## src/rtl/smt_pkg.sv

```systemverilog
// Shared constants, types and codes for the sparse matrix transpose core.
package smt_pkg;

    localparam int MAX_ENTRIES  = 1024;
    localparam int MAX_FEATURES = 256;
    localparam int MAX_VECTORS  = 1024;

    localparam int VALUE_W = 32;
    localparam int FEAT_W  = 8;
    localparam int VEC_W   = 10;
    localparam int ENT_AW  = 10;
    localparam int CNT_W   = 11;
    localparam int NF_W    = 9;
    localparam int NV_W    = 11;
    localparam int CELL_W  = VEC_W + FEAT_W + VALUE_W;

    localparam logic [1:0] OP_CLEAR = 2'd0;
    localparam logic [1:0] OP_LOAD  = 2'd1;
    localparam logic [1:0] OP_FETCH = 2'd2;
    localparam logic [1:0] OP_NONE  = 2'd3;

    localparam logic [1:0] HSEL_FEAT = 2'd0;
    localparam logic [1:0] HSEL_IDX  = 2'd1;
    localparam logic [1:0] HSEL_CELL = 2'd2;

    localparam logic REG_NUM_FEATURES = 1'b0;
    localparam logic REG_NUM_VECTORS  = 1'b1;

    typedef struct packed {
        logic [VEC_W-1:0]   column;
        logic [FEAT_W-1:0]  row;
        logic [VALUE_W-1:0] value;
    } t_cell;

    typedef struct packed {
        logic       capture;
        logic       clr_init;
        logic       clr_wr;
        logic       ld_drop;
        logic       ld_wr;
        logic       pf_init;
        logic       pf_wr;
        logic       sc_ptr;
        logic       sc_wr;
        logic       set_ready;
        logic       f_cell;
        logic       f_nrow;
        logic       f_emit;
        logic       f_empty;
        logic       t_rd_next;
        logic [1:0] hist_rsel;
    } t_cmd;

    typedef struct packed {
        logic drop_cond;
        logic feat_last;
        logic sc_done;
        logic f_empty;
        logic ready;
        logic out_free;
    } t_status;

endpackage

```

## src/rtl/smt_ctrl.sv

```systemverilog
// Sequencer for clear sweep, load, prefix pass, scatter pass and fetch.
module smt_ctrl (
    input  logic           i_clk,
    input  logic           i_rst_n,
    input  logic           i_in_valid,
    input  logic [1:0]     i_opcode,
    input  smt_pkg::t_status i_st,
    output logic           o_in_ready,
    output smt_pkg::t_cmd  o_cmd
);
    localparam logic [3:0] S_IDLE   = 4'd0;
    localparam logic [3:0] S_CLR    = 4'd1;
    localparam logic [3:0] S_LD_CHK = 4'd2;
    localparam logic [3:0] S_LD_WR  = 4'd3;
    localparam logic [3:0] S_PF_RD  = 4'd4;
    localparam logic [3:0] S_PF_WR  = 4'd5;
    localparam logic [3:0] S_SC_RD  = 4'd6;
    localparam logic [3:0] S_SC_PTR = 4'd7;
    localparam logic [3:0] S_SC_WR  = 4'd8;
    localparam logic [3:0] S_F_RD0  = 4'd9;
    localparam logic [3:0] S_F_RD1  = 4'd10;
    localparam logic [3:0] S_F_HIST = 4'd11;
    localparam logic [3:0] S_F_EMIT = 4'd12;
    localparam logic [3:0] S_F_NONE = 4'd13;

    logic [3:0] r_state;
    logic [3:0] n_state;

    always_ff @(posedge i_clk) begin
        if (!i_rst_n) begin
            r_state <= S_CLR;
        end else begin
            r_state <= n_state;
        end
    end

    always_comb begin
        n_state = r_state;
        o_cmd   = '0;
        o_cmd.hist_rsel = smt_pkg::HSEL_FEAT;
        unique case (r_state)
            S_IDLE: begin
                if (i_in_valid) begin
                    o_cmd.capture = 1'b1;
                    unique case (i_opcode)
                        smt_pkg::OP_CLEAR: begin
                            o_cmd.clr_init = 1'b1;
                            n_state = S_CLR;
                        end
                        smt_pkg::OP_LOAD: n_state = S_LD_CHK;
                        smt_pkg::OP_FETCH: begin
                            if (i_st.ready) begin
                                n_state = S_F_RD0;
                            end else begin
                                o_cmd.pf_init = 1'b1;
                                n_state = S_PF_RD;
                            end
                        end
                        default: n_state = S_IDLE;
                    endcase
                end
            end
            S_CLR: begin
                o_cmd.clr_wr = 1'b1;
                if (i_st.feat_last) n_state = S_IDLE;
            end
            S_LD_CHK: begin
                if (i_st.drop_cond) begin
                    o_cmd.ld_drop = 1'b1;
                    n_state = S_IDLE;
                end else begin
                    n_state = S_LD_WR;
                end
            end
            S_LD_WR: begin
                o_cmd.ld_wr = 1'b1;
                n_state = S_IDLE;
            end
            S_PF_RD: begin
                o_cmd.hist_rsel = smt_pkg::HSEL_IDX;
                n_state = S_PF_WR;
            end
            S_PF_WR: begin
                o_cmd.hist_rsel = smt_pkg::HSEL_IDX;
                o_cmd.pf_wr = 1'b1;
                n_state = i_st.feat_last ? S_SC_RD : S_PF_RD;
            end
            S_SC_RD: begin
                if (i_st.sc_done) begin
                    o_cmd.set_ready = 1'b1;
                    n_state = S_F_RD0;
                end else begin
                    n_state = S_SC_PTR;
                end
            end
            S_SC_PTR: begin
                o_cmd.sc_ptr = 1'b1;
                n_state = S_SC_WR;
            end
            S_SC_WR: begin
                o_cmd.sc_wr = 1'b1;
                n_state = S_SC_RD;
            end
            S_F_RD0: n_state = i_st.f_empty ? S_F_NONE : S_F_RD1;
            S_F_RD1: begin
                o_cmd.f_cell = 1'b1;
                o_cmd.t_rd_next = 1'b1;
                n_state = S_F_HIST;
            end
            S_F_HIST: begin
                o_cmd.f_nrow = 1'b1;
                o_cmd.hist_rsel = smt_pkg::HSEL_CELL;
                n_state = S_F_EMIT;
            end
            S_F_EMIT: begin
                o_cmd.hist_rsel = smt_pkg::HSEL_CELL;
                if (i_st.out_free) begin
                    o_cmd.f_emit = 1'b1;
                    n_state = S_IDLE;
                end
            end
            S_F_NONE: begin
                if (i_st.out_free) begin
                    o_cmd.f_empty = 1'b1;
                    n_state = S_IDLE;
                end
            end
            default: n_state = S_IDLE;
        endcase
    end

    assign o_in_ready = (r_state == S_IDLE);

    a_emit_from_fetch: assert property (@(posedge i_clk) disable iff (!i_rst_n)
        o_cmd.f_emit |-> $past(r_state) == S_F_HIST || $past(r_state) == S_F_EMIT)
        else $error("emit outside fetch sequence");
    a_sweep_after_clear: assert property (@(posedge i_clk) disable iff (!i_rst_n)
        o_cmd.clr_init |=> r_state == S_CLR)
        else $error("clear did not start sweep");
    a_ready_idle: assert property (@(posedge i_clk) disable iff (!i_rst_n)
        o_in_ready |-> !o_cmd.ld_wr && !o_cmd.sc_wr)
        else $error("store write while idle");
endmodule

```

## config.mk

```make
export PLATFORM = sky130hd
export DESIGN_NAME = smt_ctrl
export DESIGN_NICKNAME = d
export VERILOG_FILES = /design/src/rtl/smt_pkg.sv /design/src/rtl/smt_ctrl.sv
export SDC_FILE = /design/constraint.sdc
export NUM_CORES = 1
export LEC_CHECK = 0
export ABC_CLOCK_PERIOD_IN_PS = 1590
export BUFFER_PORTS_ARGS = -buffer_cell sky130_fd_sc_hd__buf_2
export CAP_MARGIN = 15
export CORE_MARGIN = 1
export CORE_UTILIZATION = 43
export DETAILED_ROUTE_END_ITERATION = 10
export PLACE_DENSITY = 0.85
export SLEW_MARGIN = 5
export SYNTH_ARGS = -nofsm -noshare
export SYNTH_HDL_FRONTEND = slang
export SYNTH_SLANG_ARGS = --single-unit
```

## constraint.sdc

```tcl
create_clock -name i_clk -period 1.59 [get_ports i_clk]
set_input_delay 0.2385 -clock i_clk [delete_from_list [all_inputs] [get_ports i_clk]]
set_output_delay 0.2385 -clock i_clk [all_outputs]
set_load 0.02 [all_outputs]
```

==> flow_summary.toml <==
[finish]
sequential_cell_area_um2 = 95.1
largest-register = "r_state"
area_growth_syn_to_layout_pct = 73.0
final.fill_count = 66
post_route_cells_drive_above_1_share_pct = 54.6
final_net_count = 143
multi_input_comb_area_um2 = 487
antenna-diode-count = 0
post-route-cell-area_um2 = 970
top_regs = "r_state x4"
finalNonFillerCells = 144
largest_register_ff_count = 4

[pwr]
power.density_cell_area_mw_per_mm2 = 366
power.static_leakage_uw = 0.000462
irDropWorstVdd_uv = 206

[floorplan]
design.die.area_mm2 = 0.00145
top_level_ports = 29
rows = 12
die_y_um = 38.1
chipWidth_um = 38.1
start_util_pct = 48.5
placeableCoreArea_mm2 = 0.00116

[worst_setup_path]
timing.critical_path.buf_inv = 1
critPathArrivalTime_ns = 1.47
timing.critical_path.to_type = "output port"
critical-path-max-stage-delay_ns = 0.36
critical_path.cell_chain = "nor4_4 > nor2b_4 > nand2_1 > nor2_2 > buf_6"
critical_setup_path_kind = "reg2out"
worst-path-max-fanout = 5
slowest_stage = "sky130_fd_sc_hd__dfxtp_4"
worst_ep_required_time_ns = 1.35
start_kind = "flop"
timing.critical_path.max_delay_family = "simple AND/OR/NAND/NOR gates"

[synthesis]
syn-mean-instance-area_um2 = 6.52
synth_edf_count = 0
synth-main-ff-cell = "sky130_fd_sc_hd__dfxtp_1"
synth_fp_nets = 97
postSynthCellCount = 86
synth_sequential_area_ratio_pct = 14.3
post_synth_main_area_contributors = "sky130_fd_sc_hd__dfxtp_1 14%, sky130_fd_sc_hd__nor2b_1 7.8%, sky130_fd_sc_hd__nand2b_1 6.7%"
netlist_area_um2 = 561
area_share_of_the_largest_cell_type_after_synthesis_pct = 14.3
ys_warn_count = 0
synth-seq-cells = 4
synth_async_sr_flop_share_pct = 0
synth_commonest_cells = "9 x sky130_fd_sc_hd__nand2_1, 9 x sky130_fd_sc_hd__nor2_1, 7 x sky130_fd_sc_hd__nor2b_1"
netlist-cell-type-count = 30
synth.largest_area_cell = "sky130_fd_sc_hd__dfxtp_1"

[global_routing]
grt_overflow = 0
maximum_number_of_pins_on_one_net_before_global_route_repair = 10
number_of_global_route_vias_before_repair = 765
grt_first_pass_wirelength_um = 3460
antenna_found_initial = 0
grtUsageTotal_pct = 34.2

[place]
gp_congestion = 0.903
place_inst = 131
hpwl_um = 1460
placedInstanceArea_um2 = 762
io_buffers = 28
post-place-ws_ns = 0.0106

[route]
count_of_antenna_violating_nets_left_after_detailed_routing = 0
drt_wl_total_um = 2470
drt_pre_antenna_iters = 4
vias_per_cell = 6.23
detailedRoute.firstIterationViolations = 58
route.detailed.drc = 0
via_count = 897
wire_length_per_cell_um = 17.2

[clocking]
clk_root_buffer_cell = "sky130_fd_sc_hd__clkbuf_4"
ctsHoldBuffers = 0
cts.clk_slew.worst_paths_ns = 0.04
tritoncts = "done"
cts_buffer_depth = 2
number_of_buffers_added_by_the_clock_tree_synthesis_step = 3
clock_latency_ns = 0.23
clock-sinks = 4
h-tree-depth = 1

[sta]
tightest_slew_ns = 0.344
clock-skew-final_ns = 0.00225
hold_viol_final = 0
fin_crit_share_pct = 108
grt_setup_unrepaired = "true"
report.final.slew_viol_count = 0
setup_viol = 3
max_clock_freq_mhz = 584
period_needed_ns = 1.71
fin_ws_ns = -0.123
max_slew_margin_pct = 76.5

[status]
run_status = "finished, violations left"
failed_checks = "negative setup slack"

[min_path]
min_path_type = "in2reg"

[run]
maxCapViolations = 0
## worst paths after layout
check | end | cells after the start | slack (ns) | from
max | o_cmd[15] | 5 | -0.12 | r_state[0]
min | r_state[1] | 2 | 0.25 | i_rst_n
max reg2reg | r_state[0] | 5 | -0.03 | r_state[3]
min reg2reg | r_state[3] | 3 | 0.67 | r_state[1]
## layer usage
metal / global-route usage [%] / part of all wire, % / vias to the layer above
li1: - / - / 393
met1: 39.7 / 41 / 439
met2: 60.2 / 50 / 55
met3: 5.81 / 6.3 / 10
met4: 15.2 / 2.7 / 0
met5: 0 / 0 / -
## cell usage in the layout (no fill, tap or decap), types with 2 or more instances in the layout
cell and instances:
sky130_fd_sc_hd__a21oi_1 5, sky130_fd_sc_hd__a31oi_1 2, sky130_fd_sc_hd__buf_2 23, sky130_fd_sc_hd__buf_4 19, sky130_fd_sc_hd__buf_6 7, sky130_fd_sc_hd__clkbuf_4 3, sky130_fd_sc_hd__dfxtp_4 4, sky130_fd_sc_hd__inv_1 3
sky130_fd_sc_hd__nand2_1 9, sky130_fd_sc_hd__nand2b_1 4, sky130_fd_sc_hd__nand2b_4 2, sky130_fd_sc_hd__nand3_1 3, sky130_fd_sc_hd__nor2_1 8, sky130_fd_sc_hd__nor2b_1 5, sky130_fd_sc_hd__nor3_1 3, sky130_fd_sc_hd__nor3_2 3
sky130_fd_sc_hd__nor3b_1 2, sky130_fd_sc_hd__o21ai_0 5, sky130_fd_sc_hd__or3_1 2
## per-stage QoR
step	hold slack, ns	TNS (ns)	total power (µW)	util [%]
after floorplan	0.370	-0.0531	165	-
after global placement	0.494	0	204	65.9
after detailed placement	0.495	0	208	65.9
after CTS	0.246	-0.0862	338	74.9
after global routing	0.243	-0.468	377	83.9
final	0.254	-0.220	355	83.9
## where the power goes
group          internal, µW  switching, µW  leakage, µW
sequential             98.6           5.72    0.0000352
clock                  84.3           38.9    0.0000138
combinational          60.8           66.4     0.000413
total                   244            111     0.000462
## worst reg2reg max path, stage by stage (launching register included)
cell and delay [ns]:
sky130_fd_sc_hd__dfxtp_4 0.36, sky130_fd_sc_hd__buf_6 0.13, sky130_fd_sc_hd__or3b_4 0.39, sky130_fd_sc_hd__o2111ai_2 0.09
sky130_fd_sc_hd__o211ai_1 0.16, sky130_fd_sc_hd__a221o_1 0.38
## area by class of cell
class | instances | share of cell area [%]
multi-input cells | 71 | 50.2
repair buffers | 49 | 34.7
flip-flops and latches | 4 | 9.81
clock buffers | 3 | 2.32
well taps | 14 | 1.81
inverters | 3 | 1.16
## logic make-up (layout without fill, tap and decap cells)
kind of cell	Yosys count	count (layout)	share of synthesized area [%]
AOI/OAI and AO/OA	18	18	20.5
buffers and inverters	11	55	11.4
DFF	4	4	14.3
and+or+nand+nor	53	53	53.8
## repair_timing
item	4_1_cts	5_1_grt
resized for setup	13	19
setup buffers	6	5
endpoints found under the setup margin	16	17
hold endpoints to repair	0	0
pin swaps	1	4
(Power assumes the default switching activity.)
